**src/rtl/ict_pkg.sv**
```systemverilog
// Shared types and constants for the in-order completion table.
// Used by ict_ctrl, ict_datapath and in_order_completion_table_top.
package ict_pkg;

  localparam int TABLE_ENTRIES = 16;
  localparam int DATA_BITS     = 64;
  localparam int IDX_W         = (TABLE_ENTRIES > 1) ? $clog2(TABLE_ENTRIES) : 1;

  // Operation codes
  localparam logic [1:0] OP_OPEN    = 2'd0;
  localparam logic [1:0] OP_FILL    = 2'd1;
  localparam logic [1:0] OP_DROP    = 2'd2;
  localparam logic [1:0] OP_RELEASE = 2'd3;

  // Status codes
  localparam logic [1:0] ST_OK        = 2'd0;
  localparam logic [1:0] ST_EXISTS    = 2'd1;
  localparam logic [1:0] ST_NOT_FOUND = 2'd2;
  localparam logic [1:0] ST_FULL      = 2'd3;

  typedef struct packed {
    logic [1:0]  operation;
    logic [31:0] frame_id;
    logic        is_reprocess;
    logic [63:0] data_in;
  } in_t;

  typedef struct packed {
    logic [1:0]  status;
    logic        released;
    logic [31:0] frame_out;
    logic [63:0] data_out;
  } out_t;

  // Controller to datapath
  typedef struct packed {
    logic load;    // latch request, restart scan
    logic step;    // examine one entry
    logic commit;  // update table, load result register
  } cmd_t;

  // Datapath to controller
  typedef struct packed {
    logic scan_last;
  } stat_t;

endpackage

```
**src/rtl/ict_ctrl.sv**
```systemverilog
// Sequencer for the completion table: accept, scan, commit.
// Depends on ict_pkg for command and status structs.
module ict_ctrl
  import ict_pkg::*;
(
  input  logic  clk,
  input  logic  rst,
  input  logic  in_valid,
  output logic  in_ready,
  output logic  out_valid,
  input  logic  out_ready,
  output cmd_t  cmd,
  input  stat_t stat
);

  typedef enum logic [1:0] {
    S_IDLE,
    S_SCAN,
    S_FINISH
  } state_t;

  state_t state;

  // Commands decoded from state
  always_comb begin
    in_ready   = (state == S_IDLE);
    cmd.load   = (state == S_IDLE) && in_valid;
    cmd.step   = (state == S_SCAN);
    cmd.commit = (state == S_FINISH) && (!out_valid || out_ready);
  end

  // State and result valid
  always_ff @(posedge clk) begin
    if (rst) begin
      state     <= S_IDLE;
      out_valid <= 1'b0;
    end else begin
      if (cmd.commit) begin
        out_valid <= 1'b1;
      end else if (out_ready) begin
        out_valid <= 1'b0;
      end
      case (state)
        S_IDLE: begin
          if (in_valid) state <= S_SCAN;
        end
        S_SCAN: begin
          if (stat.scan_last) state <= S_FINISH;
        end
        S_FINISH: begin
          if (cmd.commit) state <= S_IDLE;
        end
        default: state <= S_IDLE;
      endcase
    end
  end

endmodule

```
**src/rtl/ict_datapath.sv**
```systemverilog
// Entry storage, one-entry-per-cycle scan and result register.
// Depends on ict_pkg for types, op/status codes and table sizes.
module ict_datapath
  import ict_pkg::*;
(
  input  logic  clk,
  input  logic  rst,
  input  in_t   in_data,
  input  cmd_t  cmd,
  output stat_t stat,
  output out_t  out_data
);

  // Table storage
  logic [TABLE_ENTRIES-1:0] entry_valid;
  logic [TABLE_ENTRIES-1:0] entry_reprocess;
  logic [TABLE_ENTRIES-1:0] entry_ready;
  logic [31:0]              entry_frame [TABLE_ENTRIES];
  logic [DATA_BITS-1:0]     entry_data  [TABLE_ENTRIES];

  // Latched request
  logic [1:0]           req_op;
  logic [31:0]          req_frame;
  logic                 req_cls;
  logic [DATA_BITS-1:0] req_data;

  // Scan state
  logic [IDX_W-1:0]     scan_idx;
  logic                 hit_found;
  logic [IDX_W-1:0]     hit_idx;
  logic                 hit_ready;
  logic                 free_found;
  logic [IDX_W-1:0]     free_idx;
  logic                 nh_found;     // normal head
  logic [IDX_W-1:0]     nh_idx;
  logic [31:0]          nh_frame;
  logic                 nh_ready;
  logic [DATA_BITS-1:0] nh_data;
  logic                 rh_found;     // reprocess head
  logic [IDX_W-1:0]     rh_idx;
  logic [31:0]          rh_frame;
  logic                 rh_ready;
  logic [DATA_BITS-1:0] rh_data;

  // Current entry under scan
  logic                 cur_valid;
  logic                 cur_cls;
  logic                 cur_ready;
  logic [31:0]          cur_frame;
  logic [DATA_BITS-1:0] cur_data;
  logic                 cur_hit;

  // Commit decisions
  logic [1:0]           res_status;
  logic                 res_rel;
  logic [31:0]          res_frame;
  logic [DATA_BITS-1:0] res_data;
  logic                 set_en;
  logic                 clr_en;
  logic [IDX_W-1:0]     clr_idx;
  logic                 fill_en;

  assign stat.scan_last = (scan_idx == IDX_W'(TABLE_ENTRIES - 1));

  always_comb begin
    cur_valid = entry_valid[scan_idx];
    cur_cls   = entry_reprocess[scan_idx];
    cur_ready = entry_ready[scan_idx];
    cur_frame = entry_frame[scan_idx];
    cur_data  = entry_data[scan_idx];
    cur_hit   = cur_valid && (cur_frame == req_frame);
  end

  // Request latch and scan trackers
  always_ff @(posedge clk) begin
    if (cmd.load) begin
      req_op     <= in_data.operation;
      req_frame  <= in_data.frame_id;
      req_cls    <= in_data.is_reprocess;
      req_data   <= in_data.data_in[DATA_BITS-1:0];
      scan_idx   <= '0;
      hit_found  <= 1'b0;
      free_found <= 1'b0;
      nh_found   <= 1'b0;
      rh_found   <= 1'b0;
    end else if (cmd.step) begin
      scan_idx <= scan_idx + 1'b1;
      if (cur_hit) begin
        hit_found <= 1'b1;
        hit_idx   <= scan_idx;
        hit_ready <= cur_ready;
      end
      if (!cur_valid && !free_found) begin
        free_found <= 1'b1;
        free_idx   <= scan_idx;
      end
      if (cur_valid && !cur_cls && (!nh_found || cur_frame < nh_frame)) begin
        nh_found <= 1'b1;
        nh_idx   <= scan_idx;
        nh_frame <= cur_frame;
        nh_ready <= cur_ready;
        nh_data  <= cur_data;
      end
      if (cur_valid && cur_cls && (!rh_found || cur_frame < rh_frame)) begin
        rh_found <= 1'b1;
        rh_idx   <= scan_idx;
        rh_frame <= cur_frame;
        rh_ready <= cur_ready;
        rh_data  <= cur_data;
      end
    end
  end

  // Result and table update decision
  always_comb begin
    res_status = ST_OK;
    res_rel    = 1'b0;
    res_frame  = '0;
    res_data   = '0;
    set_en     = 1'b0;
    clr_en     = 1'b0;
    clr_idx    = hit_idx;
    fill_en    = 1'b0;
    case (req_op)
      OP_OPEN: begin
        if (hit_found) res_status = ST_EXISTS;
        else if (!free_found) res_status = ST_FULL;
        else set_en = 1'b1;
      end
      OP_FILL: begin
        if (!hit_found) res_status = ST_NOT_FOUND;
        else if (hit_ready) res_status = ST_EXISTS;
        else fill_en = 1'b1;
      end
      OP_DROP: begin
        clr_en = hit_found;
      end
      OP_RELEASE: begin
        if (nh_found && nh_ready) begin
          res_rel   = 1'b1;
          res_frame = nh_frame;
          res_data  = nh_data;
          clr_en    = 1'b1;
          clr_idx   = nh_idx;
        end else if (rh_found && rh_ready) begin
          res_rel   = 1'b1;
          res_frame = rh_frame;
          res_data  = rh_data;
          clr_en    = 1'b1;
          clr_idx   = rh_idx;
        end else begin
          res_status = ST_NOT_FOUND;
        end
      end
      default: res_status = ST_OK;
    endcase
  end

  // Valid bits
  always_ff @(posedge clk) begin
    if (rst) begin
      entry_valid <= '0;
    end else if (cmd.commit) begin
      if (set_en) entry_valid[free_idx] <= 1'b1;
      if (clr_en) entry_valid[clr_idx] <= 1'b0;
    end
  end

  // Entry contents
  always_ff @(posedge clk) begin
    if (cmd.commit && set_en) begin
      entry_reprocess[free_idx] <= req_cls;
      entry_ready[free_idx]     <= 1'b0;
      entry_frame[free_idx]     <= req_frame;
    end
    if (cmd.commit && fill_en) begin
      entry_ready[hit_idx] <= 1'b1;
      entry_data[hit_idx]  <= req_data;
    end
  end

  // Result register
  always_ff @(posedge clk) begin
    if (cmd.commit) begin
      out_data.status    <= res_status;
      out_data.released  <= res_rel;
      out_data.frame_out <= res_frame;
      out_data.data_out  <= 64'(res_data);
    end
  end

endmodule

```
**src/rtl/in_order_completion_table_top.sv**
```systemverilog
// In-order completion table: top level joining controller and datapath.
// Depends on ict_pkg, ict_ctrl and ict_datapath.
//
// Usage:
//   Requests arrive on in_valid/in_ready with an in_t beat (open, fill,
//   drop or release). Every request gives exactly one out_t beat on
//   out_valid/out_ready carrying status and, for release, the frame
//   number and payload handed out.
//   Sequence: each request is taken while the controller is idle, then the
//   datapath examines one table entry per cycle over all TABLE_ENTRIES
//   entries (16 as built), then a commit updates the table and loads the
//   result register. A new request is taken only once the previous one has
//   committed; the single-entry scan over the table sets the request rate.
//   Stalls: the result register holds its beat until out_ready. A new
//   request is still taken and scanned meanwhile; its commit waits until
//   the result register is free.
//   Reset (rst, synchronous) empties the table and drops any pending
//   result; no clearing pass is needed.
module in_order_completion_table_top
  import ict_pkg::*;
(
  input  logic clk,
  input  logic rst,
  input  logic in_valid,
  output logic in_ready,
  input  in_t  in_data,
  output logic out_valid,
  input  logic out_ready,
  output out_t out_data
);

  cmd_t  cmd;
  stat_t stat;

  ict_ctrl u_ctrl (
    .clk       (clk),
    .rst       (rst),
    .in_valid  (in_valid),
    .in_ready  (in_ready),
    .out_valid (out_valid),
    .out_ready (out_ready),
    .cmd       (cmd),
    .stat      (stat)
  );

  ict_datapath u_datapath (
    .clk      (clk),
    .rst      (rst),
    .in_data  (in_data),
    .cmd      (cmd),
    .stat     (stat),
    .out_data (out_data)
  );

endmodule
```
**config.mk**
```make
export PLATFORM = sky130hd
export DESIGN_NAME = in_order_completion_table_top
export DESIGN_NICKNAME = d
export VERILOG_FILES = /design/src/rtl/ict_pkg.sv /design/src/rtl/ict_ctrl.sv /design/src/rtl/ict_datapath.sv /design/src/rtl/in_order_completion_table_top.sv
export SDC_FILE = /design/constraint.sdc
export NUM_CORES = 2
export LEC_CHECK = 0
export ABC_CLOCK_PERIOD_IN_PS = 29300
export BUFFER_PORTS_ARGS = -buffer_cell sky130_fd_sc_hd__buf_4
export CORE_UTILIZATION = 35
export CTS_CLUSTER_SIZE = 10
export DETAILED_ROUTE_END_ITERATION = 16
export SYNTH_ARGS = -nofsm -noshare
export SYNTH_HDL_FRONTEND = slang
export SYNTH_SLANG_ARGS = --single-unit
```
**constraint.sdc**
```tcl
create_clock -name clk -period 29.3 [get_ports clk]
set_input_delay 4.395 -clock clk [delete_from_list [all_inputs] [get_ports clk]]
set_output_delay 4.395 -clock clk [all_outputs]
set_load 0.05 [all_outputs]
```
# After elaboration in Yosys (flattened, before gate mapping)

Memory sizes are Yosys's and may differ from the RTL's. A register that Yosys moved wholly into a read port is not among the register bits.
Index checks and enable logic that the tools add are counted.

Memories kept: 2
Word-level logic and storage cells: 150
Input port bits: 103
Output and inout port bits: 101
Flip-flop bits (word level): 468
Memory bits (writable): 1536

Memory list:

| name                   | depth | bits a word | rd ports | clocked after memory_dff | write ports | RTL line           | text |
|---|---|---|---|---|---|---|---|
| u_datapath.entry_data  | 16    | 64          | 1        | 1                        | 1           | ict_datapath.sv:19 | `logic [DATA_BITS-1:0] entry_data [TABLE_ENTRIES];` |
| u_datapath.entry_frame | 16    | 32          | 1        | 1                        | 1           | ict_datapath.sv:18 | `logic [31:0] entry_frame [TABLE_ENTRIES];` |

Reduce and logical (&&, ||, !) cells: 36
$add $sub $neg: 1
Bitwise gates (word level): 7
Equality and inequality tests: 10
Magnitude comparators: 9
Multiplexer cells: 56

Operators with widths:

| operator            | count |
|---|---|
| $mux 64             | 2 |
| $mux 16             | 6 |
| $lt 32x32->1        | 2 |
| $mux 32             | 2 |
| $and 16x16->16      | 2 |
| $eq 32x32->1        | 1 |
| $not 16->16         | 2 |
| $or 16x16->16       | 2 |
| $mux 4              | 7 |
| $mux 1              | 21 |
| $lt 4x5->1 const B  | 4 |
| $bwmux 16           | 1 |
| $mux 2              | 8 |
| $logic_and 1x1->1   | 15 |
| $reduce_and 3->1    | 5 |
| $bmux 1 s4          | 3 |
| $demux 1 s4         | 3 |
| $ge 4x1->1 const B  | 3 |
| $pmux 2 s3          | 2 |
| $reduce_and 2->1    | 4 |
| $eq 2x2->1 const B  | 3 |
| $logic_not 1->1     | 6 |
| $add 4x1->4 const B | 1 |
| $eq 2x1->1 const B  | 2 |
| other kinds (8)     | 12 |

# Logic depth before layout (Yosys ltp)

Depth after elaboration: 11
Mapped depth: 18

# Cells and area by module

From an unflattened synthesis, not the netlist that was laid out.

Cell total of the unflattened synthesis: 3679
Area total of the unflattened synthesis: 77017.6 sq um

Modules (own cells, without submodules):

| module       | times used | cells each | seq. area each (sq um) | area each (sq um) |
|---|---|---|---|---|
| ict_datapath | 1          | 3663       | 59767.3                | 76868.7 |
| ict_ctrl     | 1          | 16         | 60.1                   | 148.9 |

# Worst setup path before layout

No wires, ideal clock.

Path type: flip-flop to flip-flop
From: reg (tool-made name)
To: reg u_datapath.nh_data[0] (enable)
Slack: 15.526 ns
Setup time: 0.809 ns
Clock period less this slack: 13.774 ns
Cell stages (with the launch flop): 16
Data arrival time: 12.965 ns
Cell sequence: dfxtp_1 > clkbuf_1 > inv_2 > buf_2 > buf_1 > buf_1 > mux2i_1 > ha_1 > a21o_1 > a21o_1 > a21o_1 > a21oi_1 > nor2_1 > a2111oi_0 > nor3_1 > nor4_1

RTL lines:

| what                   | RTL line            | text |
|---|---|---|
| end signal: assignment | ict_datapath.sv:102 | `nh_data <= cur_data;` |
| end: declaration       | ict_datapath.sv:38  | `logic [DATA_BITS-1:0] nh_data;` |

==> results.txt <==
Outcome -> finished, final reports clean
Startpoint types -> input port
Seq/Total Area, Yosys -> 77.9%
Slew HR -> 11.4%
Commonest non-fill, non-tap cell in the layout -> edfxtp_1
Number of fill cells -> 18900
Max_cap viols -> 0
Peak VDD IR -> 0.0637 mV
Synthesized flop and latch total -> 2008
FMAX -> 129 MHz
CTS Buf Count -> 225
Clock-pin slew on the worst setup and hold paths -> 0.05 ns
Hold buffer count at CTS -> 0
Setup TNS -> 0 ns
CTS resizes -> 0
Drt initial violations -> 3891
Top-area cell type share of the netlist area -> 76.7%
Pwr Total -> 6.27 mW
Routed via count -> 36700
Post-detailed-routing wire length -> 187000 um
Ys async rst share -> 0%
Final RePlAce weighted congestion -> 0.772
Port Buffers -> 203
Unrepaired setup endpoints after global routing -> no
Yosys warning total -> 0
ANT nets after route -> 0
Syn_nets -> 3790
Nets@finish -> 4133
CP Max Fanout -> 36
Clk_lat worst skew -> 0.87 ns
Met1 Usage GRT -> 23.8%
Register Area -> 0.0598 mm2
Worst r2r dst -> u_datapath.rh_data[44]
Most frequent cells in the layout -> edfxtp_1, mux4_2, buf_4
First-pass GRT wire length -> 269000 um
Post-layout min period -> 7.77 ns
GRT Total Usage -> 16.7%
Cell count after synthesis -> 3624
Avg Inst Size Synth -> 21.2 um2
Final Cycle Share -> 26.5%
Synth-to-layout area growth -> 15.1%
Final Max Tran Viols -> 0
CORE AREA -> 0.218 mm2
P_leak -> 28.2 nW
Global route overflow -> 0
Setup crit start -> out_ready
Non-filler cells, final -> 6917
Vias in the first global route -> 37100
Cell Rows -> 171
Hold Crit Class -> reg -> reg
Worst R2R Setup Slack -> 21.96 ns
Mapped Area -> 0.0768 mm2
Die Y-Extent -> 470 um
Cell Count Post-Placement -> 6594
EDFF count, synth -> 1961
Final Skew -> 0.0859 ns
Die area -> 0.221 mm2
Hold Path Depth -> 2
Wirelength per Cell -> 27.0 um
CTS tree -> yes
Critical path required time -> 29.80 ns
Hold Vio Cnt, Final -> 0
R2r worst-path depth -> 14
Arrival time at the worst endpoint -> 8.27 ns
Crit path capture type -> flip-flop
Crit path kind -> in -> reg
Clock root buffer -> clkbuf_16
H-tree Lvls -> 4
DRT Pass-1 Iters -> 5
Ports -> 204
Routed vias/inst -> 5.30
Slew @ Worst Pin -> 1.31 ns
Cell area power density -> 70.9 mW/mm2
Area occupied by multi-input gates -> 0.0161 mm2
Share of cells above drive strength 1 -> 25.5%
Met3 Use GR -> 3.22%
Die Wd -> 470 um
Met2 Track Usage GR -> 26.4%
Final setup fails -> 0
Leading post-synthesis cells by cell area -> edfxtp_1, mux4_2, dfxtp_1, nand2_1, mux2i_1
Netlist cell types -> 65
Setup crit end -> u_datapath.entry_data[15][17]
Clock Sinks -> 2008
DRC violations left -> 0
Clock Path Buffers -> 3
Number of setup buffers added after CTS -> 0
Initial Util -> 35.3%
Largest net degree at the start of global routing -> 147
Placed wire-length estimate -> 111000 um
Most Crowded Layer GR -> met2
Cell taking the most area after synthesis -> edfxtp_1
Initial antenna violation count -> 11
Synth Flop Type -> edfxtp_1
-- registers in the layout (all words and copies together), names as in the netlist, 32 cells and up, named ones only --
register and flops:
u_datapath.rh_frame 32, u_datapath.req_frame 32, u_datapath.rh_data 64, u_datapath.entry_frame 512, u_datapath.req_data 64, u_datapath.nh_data 64
u_datapath.nh_frame 32, u_datapath.entry_data 1024, u_datapath.out_data 99
-- metrics by stage --
stage / utilization [%] / setup slack (ns) / cell area (um2) / hold WS, ns
global placement: 37.7 / 20.59 / 82000 / 0.457
global route: 40.6 / 21.38 / 88400 / 0.505
CTS: 40.6 / 21.48 / 88400 / 0.475
detailed placement: 37.7 / 20.55 / 82000 / 0.466
floorplan: - / 15.53 / 76800 / 0.444
finish: 40.6 / 21.53 / 88400 / 0.473
-- layout make-up --
cell class	instances	area share [%]
Multi-Input combinational cell	1372	18.2
Inverter	81	0.353
Clock buffer	293	6.66
Timing Repair Buffer	279	2.43
Tap cell	2854	4.04
Clock inverter	27	0.538
Antenna cell	3	0.00850
Sequential cell	2008	67.7
-- routing by layer --
metal	wire (um)	vias to the layer above
met5	7	-
met4	3680	2
met3	12700	225
met2	89100	1284
met1	81600	19700
li1	-	15500
-- power by group --
| part | internal [mW] | total (mW) | switching (mW) |
|---|---|---|---|
| Combinational | 0.251 | 0.534 | 0.283 |
| Clock | 1.42 | 2.50 | 1.08 |
| Sequential | 3.18 | 3.24 | 0.0543 |
| Total | 4.85 | 6.27 | 1.42 |
-- worst max-delay path, cell delays in order --
cell     delay, ns
buf_4         0.08
nor2b_1       0.08
nor2b_4       0.63
nor4b_2       0.74
nand3_1       0.67
nor2_4        1.00
buf_4         0.60
-- cells in the mapped netlist, types with 27 or more instances --
cell and instances:
nor2_1 99, mux2i_1 87, edfxtp_1 1961, mux4_2 446
clkbuf_1 73, a21oi_1 124, a21o_1 27, inv_1 78
dfxtp_1 47, ha_1 63, o21ai_0 43, nand2_1 235
buf_2 49
-- logic make-up (layout without fill, tap and decap cells) --
kind of cell / count (synthesis) / in the layout / share of synthesized area, %
flops: 2008 / 2008 / 77.9
mux: 542 / 542 / 14.4
simple gates: 437 / 437 / 2.46
compound gates: 295 / 295 / 2.38
buf+inv: 244 / 680 / 1.46
fa+ha+maj: 63 / 63 / 1.03
xor+xnor: 35 / 35 / 0.399
other cells: 0 / 3 / 0
-- worst min path at each step --
stage | start | end | slack, ns
CTS | u_datapath.entry_ready[0] | u_datapath.entry_ready[0] | 0.48
global placement | u_datapath.entry_ready[12] | u_datapath.entry_ready[12] | 0.46
finish | u_datapath.entry_ready[0] | u_datapath.entry_ready[0] | 0.47
detailed placement | u_datapath.entry_ready[12] | u_datapath.entry_ready[12] | 0.47
global route | u_datapath.entry_ready[4] | u_datapath.entry_ready[4] | 0.51
floorplan | u_datapath.entry_ready[10] | u_datapath.entry_ready[10] | 0.44
Power figures use the tool's default switching activity.
